`config.mk`:
```
export PLATFORM = sky130hd
export DESIGN_NAME = rse_alu
export DESIGN_NICKNAME = d
export VERILOG_FILES = /design/src/hw/rtl/rse_pkg.sv /design/src/hw/rtl/rse_alu.sv
export SDC_FILE = /design/constraint.sdc
export NUM_CORES = 1
export LEC_CHECK = 0
export ABC_CLOCK_PERIOD_IN_PS = 5700
export BUFFER_PORTS_ARGS = -buffer_cell sky130_fd_sc_hd__buf_4
export CAP_MARGIN = 20
export CORE_ASPECT_RATIO = 1.1
export CORE_MARGIN = 1.5
export CORE_UTILIZATION = 30
export DETAILED_ROUTE_END_ITERATION = 8
export GPL_TIMING_DRIVEN = 1
export SLEW_MARGIN = 20
export SYNTH_ARGS = -nofsm -noshare
export SYNTH_HDL_FRONTEND = slang
export SYNTH_SLANG_ARGS = --single-unit
```
`constraint.sdc`:
```
create_clock -name vclk -period 5.7
set_clock_uncertainty 0.1 [all_clocks]
set_input_delay 0.57 -clock vclk [all_inputs]
set_output_delay 0.57 -clock vclk [all_outputs]
set_load 0.03 [all_outputs]
```
`src/hw/rtl/rse_pkg.sv`:
```
// Shared types and constants for the RV32 subset executor.
// Operation codes, the byte-memory request type and the execute result type.
// No dependencies.
package rse_pkg;

    localparam logic [4:0] OP_ADD  = 5'd0;
    localparam logic [4:0] OP_SUB  = 5'd1;
    localparam logic [4:0] OP_AND  = 5'd2;
    localparam logic [4:0] OP_OR   = 5'd3;
    localparam logic [4:0] OP_XOR  = 5'd4;
    localparam logic [4:0] OP_SLT  = 5'd5;
    localparam logic [4:0] OP_SLL  = 5'd6;
    localparam logic [4:0] OP_SRA  = 5'd7;
    localparam logic [4:0] OP_ADDI = 5'd8;
    localparam logic [4:0] OP_ANDI = 5'd9;
    localparam logic [4:0] OP_ORI  = 5'd10;
    localparam logic [4:0] OP_XORI = 5'd11;
    localparam logic [4:0] OP_SLTI = 5'd12;
    localparam logic [4:0] OP_LW   = 5'd13;
    localparam logic [4:0] OP_LB   = 5'd14;
    localparam logic [4:0] OP_SW   = 5'd15;
    localparam logic [4:0] OP_SB   = 5'd16;
    localparam logic [4:0] OP_LUI  = 5'd17;

    // Byte-memory request: one access per cycle, off is the byte lane of the base address
    typedef struct packed {
        logic       en;
        logic       wr;
        logic       word;
        logic [1:0] off;
    } mem_ctl_t;

    // Execute result of one instruction
    typedef struct packed {
        logic        reg_wr;
        logic        load;
        logic        load_byte;
        logic        store;
        logic        store_word;
        logic        mem;
        logic [31:0] value;
        logic [31:0] addr;
    } alu_res_t;

    function automatic logic is_store(input logic [4:0] mode);
        return (mode == OP_SW) || (mode == OP_SB);
    endfunction

endpackage

```
`src/hw/rtl/rse_alu.sv`:
```
// Execute unit: arithmetic, logic, shifts, compare and address generation.
// Purely combinational. Uses rse_pkg.
module rse_alu (
    input  logic [4:0]          mode,
    input  logic [31:0]         op_a,
    input  logic [31:0]         op_b,
    input  logic [19:0]         immediate,
    output rse_pkg::alu_res_t   res
);
    import rse_pkg::*;

    logic [31:0] imm_sext;
    logic [31:0] sum_imm;

    assign imm_sext = {{20{immediate[11]}}, immediate[11:0]};
    assign sum_imm  = op_a + imm_sext;

    always_comb
    begin
        res      = '0;
        res.addr = sum_imm;
        case (mode)
            OP_ADD:  begin res.value = op_a + op_b; res.reg_wr = 1'b1; end
            OP_SUB:  begin res.value = op_a - op_b; res.reg_wr = 1'b1; end
            OP_AND:  begin res.value = op_a & op_b; res.reg_wr = 1'b1; end
            OP_OR:   begin res.value = op_a | op_b; res.reg_wr = 1'b1; end
            OP_XOR:  begin res.value = op_a ^ op_b; res.reg_wr = 1'b1; end
            OP_SLT:
            begin
                res.value  = {31'd0, $signed(op_a) < $signed(op_b)};
                res.reg_wr = 1'b1;
            end
            OP_SLL:  begin res.value = op_a << op_b[4:0]; res.reg_wr = 1'b1; end
            OP_SRA:
            begin
                res.value  = $unsigned($signed(op_a) >>> op_b[4:0]);
                res.reg_wr = 1'b1;
            end
            OP_ADDI: begin res.value = sum_imm; res.reg_wr = 1'b1; end
            OP_ANDI: begin res.value = op_a & imm_sext; res.reg_wr = 1'b1; end
            OP_LW:   begin res.mem = 1'b1; res.load = 1'b1; res.reg_wr = 1'b1; end
            OP_LB:
            begin
                res.mem       = 1'b1;
                res.load      = 1'b1;
                res.load_byte = 1'b1;
                res.reg_wr    = 1'b1;
            end
            OP_SW:
            begin
                res.mem        = 1'b1;
                res.store      = 1'b1;
                res.store_word = 1'b1;
                res.value      = op_b;
            end
            OP_SB:   begin res.mem = 1'b1; res.store = 1'b1; res.value = op_b; end
            OP_LUI:  begin res.value = {immediate, 12'd0}; res.reg_wr = 1'b1; end
            default: res.reg_wr = 1'b0;
        endcase
    end

endmodule

```
==> results of run 1 <==
layer usage:
| metal | part of all wire (%) | global-route usage, % | vias up |
|---|---|---|---|
| met5 | 0 | 0 | - |
| met4 | 4.8 | 12.1 | 0 |
| met3 | 9.1 | 2.14 | 134 |
| met2 | 44 | 46.2 | 865 |
| met1 | 42 | 40.0 | 6482 |
| li1 | - | - | 6072 |
metrics by stage:
step	setup WS, ns	hold WS, ns	power [mW]	utilization [%]
after floorplan	0.779	1.28	0.927	-
after global placement	0.770	1.41	1.45	34.9
after detailed placement	0.798	1.41	1.45	34.9
after CTS	0.790	1.42	1.46	34.9
after global routing	0.547	1.45	1.58	34.9
final	0.670	1.42	1.50	34.9
power by group:
group	switching [mW]	total, mW	internal (mW)
sequential	0	0	0
clock	0	0	0
combinational	0.981	1.50	0.516
cell type report:
type | instances | share of cell area [%]
timing repair buffer | 192 | 12.1
tap | 438 | 4.61
inverter | 97 | 3.07
multi-input combinational | 1370 | 80.2
layout by cell type, fill, tap and decap left out, types with 5 or more instances in the layout:
cell type | synthesis | layout
a2111oi_0 | 5 | 5
a211o_1 | 12 | 12
a211oi_1 | 14 | 14
a21boi_0 | 5 | 5
a21o_1 | 35 | 35
a21oi_1 | 163 | 163
a221o_1 | 10 | 10
a221oi_1 | 36 | 36
a22o_1 | 10 | 10
a22oi_1 | 19 | 19
a31oi_1 | 14 | 14
and3_1 | 9 | 9
buf_4 | 3 | 192
ha_1 | 127 | 127
inv_1 | 95 | 94
mux2_2 | 7 | 7
mux2i_1 | 48 | 48
mux4_2 | 23 | 23
nand2_1 | 187 | 187
nand2b_1 | 23 | 23
nand3_1 | 30 | 30
nand4_1 | 8 | 8
nor2_1 | 147 | 146
nor2b_1 | 13 | 13
nor3_1 | 28 | 25
nor4_1 | 9 | 7
o2111ai_1 | 12 | 12
o211ai_1 | 27 | 27
o21a_1 | 10 | 10
o21ai_0 | 144 | 144
o21bai_1 | 18 | 18
o221ai_1 | 24 | 24
o22ai_1 | 16 | 16
o31ai_1 | 13 | 13
or3_1 | 6 | 6
xnor2_1 | 31 | 31
xor2_1 | 14 | 14
final timing paths:
check	slack, ns	startpoint	cells past startpoint	endpoint
worst max-delay path	0.67	op_a[0]	16	res[32]
worst min-delay path	1.42	mode[3]	3	res[69]
logic make-up after synthesis:
family / after synthesis
compound gates: 636
simple gates: 481
buf+inv: 212
fa+ha+maj: 130
mux: 78
xor+xnor: 45
tightest hold or removal path, stage by stage:
cell     delay [ns]
buf_4          0.14
o22ai_1        0.07
buf_4          0.16
==> summary.txt, run 1 <==
final slew viol count: 0
CP Max Fanout: 7
most used cell, CP: buf_4
vias in the first global route: 12619
largest net degree at the start of global routing: 93
synthesized-area fraction occupied by and/or/nand/nor cells: 20.6%
global-route wire length before repair: 79900 microns
Post-Syn Instances: 1582
post-CTS setup buffers: 0
Slowest-stage cell, CP: fa_1
maximum VDD drop: 0.0874 mV
antenna cells: 0
sequential fraction of the synthesis area: 0%
Initial DRC Count: 1585
min-delay worst type: primary input to output pin
FP Rows: 71
vias per cell: 6.46
first-pass detailed-route iteration total: 6
Post-DP Area: 0.0119 sq mm
Synth area leader: ha_1
CP delay by family, top: compound AO/OA/AOI/OAI gates
die height: 198 microns
GRT Total Usage: 28.9%
Final Hold Vio Count: 0
syn nets: 1801
period utilisation layout: 88.2%
multi-input logic area: 0.00952 sq mm
most area-consuming cells after synthesis: ha_1, a21oi_1, o21ai_0
Leakage: 5.25 nW
clk_buf instances: 0
Req. time, crit path: 5.03 ns
chip width: 180 microns
syn avg cell area: 6.53 sq um
Port Buffers: 159
Final Cell Area: 0.0119 sq mm
Pwr Density: 126 mW/mm^2
critical path capture point type: output pin
post-synthesis mux area share: 10.4%
setup_tns: 0 ns
Filler Cell Count: 3715
Largest stage delay, worst path: 0.43 ns
Initial Utilization: 30.3%
Core Area: 0.0340 sq mm
Setup Viol. Count Final: 0
outcome: finished clean
Ys Warns: 0
worst path bufs/invs: 4
MaxCap Viol Count: 0
mapped cell area: 0.0103 sq mm
path type of the worst setup path: primary input to output pin
Fmax: 0.199 GHz
drt total wl: 54400 microns
Slew @ Worst Pin: 1.04 ns
final cell count without fillers: 2097
post-cts sizing count: 0
FFs & Latches: 0
antenna violations before repair: 0
vias: 13553
WP data arrival: 4.36 ns
Synth top area share: 15.4%
die area: 0.0355 sq mm
main combinational cell family by area after synthesis: compound AO/OA/AOI/OAI gates
share of layout cells above drive strength 1: 14.9%
cts hold-fix bufs: 0
top-count cell post-synth: nand2_1
unique cell type count in the Yosys netlist: 79
IO Pins: 159
post-route ant nets: 0
Area Growth Syn to Fin: 15.0%
unrepaired setup endpoints after global routing: false
top cells by instance count after synthesis: nand2_1, a21oi_1, nor2_1
drt wl/cell: 25.9 microns
crit start category: primary input
HPWL after detailed placement: 43200 microns
sequential cell area: 0 sq um
Max transition margin: 30.1%
Adder-Cell Fraction of Synth Area: 16.0%
DRC Markers: 0
nets@finish: 1880
post-synthesis xor/xnor area fraction: 3.82%
Routability Congestion: 1.05
Remaining Overflow, GRT: 0
dpl cells: 2097
time the worst path needs with I/O delays and setup: 5.03 ns
CP Cell Sequence: buf_4, inv_1, ha_1, fa_1, o21bai_1, a22oi_1, a311oi_1, buf_4, nor2b_1, a22oi_1, a221o_1, o31ai_2, nand2b_1, nand4b_1, o2111ai_1, buf_4
Synth Area in Compound Gates: 41.1%
No activity file was read; power rests on OpenSTA's default activity.
==> run 2: changes to the inputs <==
- ABC_AREA: not set -> 1
==> run 2 against run 1 <==
Compared with the run above: maximum frequency increased by 25%; synthesized cell count is 76% higher; via count is 38% higher; largest cell class unchanged.
==> summary.txt, run 2 <==
outcome: finished clean
WP data arrival: 3.34 ns (-1.02 ns)
Post-Syn Instances: 2780 (+76%)
syn avg cell area: 4.75 sq um (-27%)
FFs & Latches: 0 (unchanged)
Slowest-stage cell, CP: buf_4
hold path start: mode[3]
antenna violations before repair: 1 (+1)
die area: 0.0452 sq mm (+27%)
final slew viol count: 0 (unchanged)
Leakage: 8.68 nW (+65%)
post-route ant nets: 0 (unchanged)
die height: 223 microns (+13%)
multi-input logic area: 0.0110 sq mm (+15%)
final cell count without fillers: 3422 (+63%)
commonest cells after routing, fill and taps aside: nand2_1, nand3_1, inv_1, nor2_1, buf_4
CP delay by family, top: buffers and inverters
HPWL after detailed placement: 60100 microns (+39%)
clk_buf instances: 0 (unchanged)
cts hold-fix bufs: 0 (unchanged)
share of layout cells above drive strength 1: 7.41% (-7.5 points)
path type of the worst setup path: primary input to output pin
Slew @ Worst Pin: 1.13 ns (+0.0814 ns)
Filler Cell Count: 5125 (+38%)
most used cell, CP: nand3_1
vias: 18723 (+38%)
Req. time, crit path: 5.03 ns (about the same)
min-delay worst type: primary input to output pin
Synth top area share: 27.9% (+12 points)
vias per cell: 5.47 (-15%)
Largest stage delay, worst path: 0.60 ns (+0.17 ns)
hold_ws: 1.49 ns (+0.0746 ns)
CP Cell Sequence: buf_4, inv_2, buf_4, nand3_1, nand3_1, nand3_1, nand3_1, nand3_1, a21oi_1, nand4_1, buf_4
sequential fraction of the synthesis area: 0% (unchanged)
Initial Utilization: 30.4% (+0.090 points)
mapped cell area: 0.0132 sq mm (+28%)
Synth area leader: nand2_1
unique cell type count in the Yosys netlist: 41 (-48%)
top-count cell post-synth: nand2_1
critical path launch point: op_b[1]
largest net degree at the start of global routing: 67 (-28%)
syn nets: 2999 (+67%)
Max transition margin: 24.8% (-5.4 points)
crit start category: primary input
Initial DRC Count: 2312 (+46%)
drt total wl: 72200 microns (+33%)
FP Rows: 80 (+13%)
maximum VDD drop: 0.112 mV (+29%)
first-pass detailed-route iteration total: 6 (unchanged)
Final Hold Vio Count: 0 (unchanged)
nets@finish: 3068 (+63%)
GRT Total Usage: 30.7% (+1.8 points)
CP Max Fanout: 66 (+59)
Setup Viol. Count Final: 0 (unchanged)
worst path bufs/invs: 4 (unchanged)
Routability Congestion: 1.08 (+3.3%)
most area-consuming cells after synthesis: nand2_1, nand3_1, inv_1
global-route wire length before repair: 104000 microns (+30%)
chip width: 203 microns (+13%)
Fmax: 0.249 GHz (+25%)
Port Buffers: 159 (unchanged)
Remaining Overflow, GRT: 0 (unchanged)
setup_tns: 0 ns (unchanged)
Core Area: 0.0433 sq mm (+27%)
most common cell after layout, fill and taps aside: nand2_1
Tot Pwr: 1.56 mW (+4.2%)
drt wl/cell: 21.1 microns (-19%)
period utilisation layout: 70.4% (-18 points)
Area Growth Syn to Fin: 11.3%
IO Pins: 159 (unchanged)
vias in the first global route: 16830 (+33%)
final core occ: 33.9% (-1.0 points)
sequential cell area: 0 sq um (unchanged)
DRC Markers: 0 (unchanged)
critical path capture point type: output pin
Pwr Density: 106 mW/mm^2 (-16%)
Ys Warns: 0 (unchanged)
top cells by instance count after synthesis: nand2_1, nand3_1, inv_1
time the worst path needs with I/O delays and setup: 4.01 ns (-1.02 ns)
MaxCap Viol Count: 0 (unchanged)
dpl cells: 3421 (+63%)
post-cts sizing count: 0 (unchanged)
post-CTS setup buffers: 0 (unchanged)
unrepaired setup endpoints after global routing: false
[run 2: cell count changes in the layout (fill, tap and decap cells not counted), moves of 30 or more]
cell      delta
a221oi_1    -36
nand2_1    +793
nand3_1    +417
and2_1      +30
nor2_1     +100
a21oi_1     -34
mux2i_1     -48
a21o_1      -33
inv_1      +351
o21ai_0     -86
[run 2: area by class of cell]
class,instances,area share [%]
well taps,574,4.89
repair buffers,168,8.59
multi-input cells,2217,74.7
diodes,1,0.0170
inverters,462,11.8
[run 2: report_power, final]
group | internal [mW] | switching [mW]
Combinational | 0.462 | 1.10
Sequential | 0 | 0
Clock | 0.00000000851 | 0
Total | 0.462 | 1.10
[run 2: worst paths after layout]
kind	slack (ns)	end	cells past startpoint
setup / recovery	1.69	res[52]	11
hold / removal	1.49	res[67]	4
[run 2: stage by stage]
stage	setup slack, ns	area (sq um)
floorplan	2.31	13200
global placement	1.80	14700
detailed placement	1.79	14700
CTS	1.79	14700
global route	1.52	14700
finish	1.69	14700
[run 2: per-layer routing]
metal | GRT usage, % | wire length [microns]
met2 | 46.8 | 30000
met1 | 39.4 | 28500
met3 | 4.78 | 7470
met4 | 21.8 | 6310
met5 | 0 | 0
[run 2: cell families (layout without fill, tap and decap cells)]
family,after synthesis,count (layout),synth area share [%]
simple gates,1813,1813,58.7
buf+inv,563,630,16.8
compound gates,258,258,10.9
fa+ha+maj,130,130,12.5
xor+xnor,16,16,1.06
other cells,0,1,0
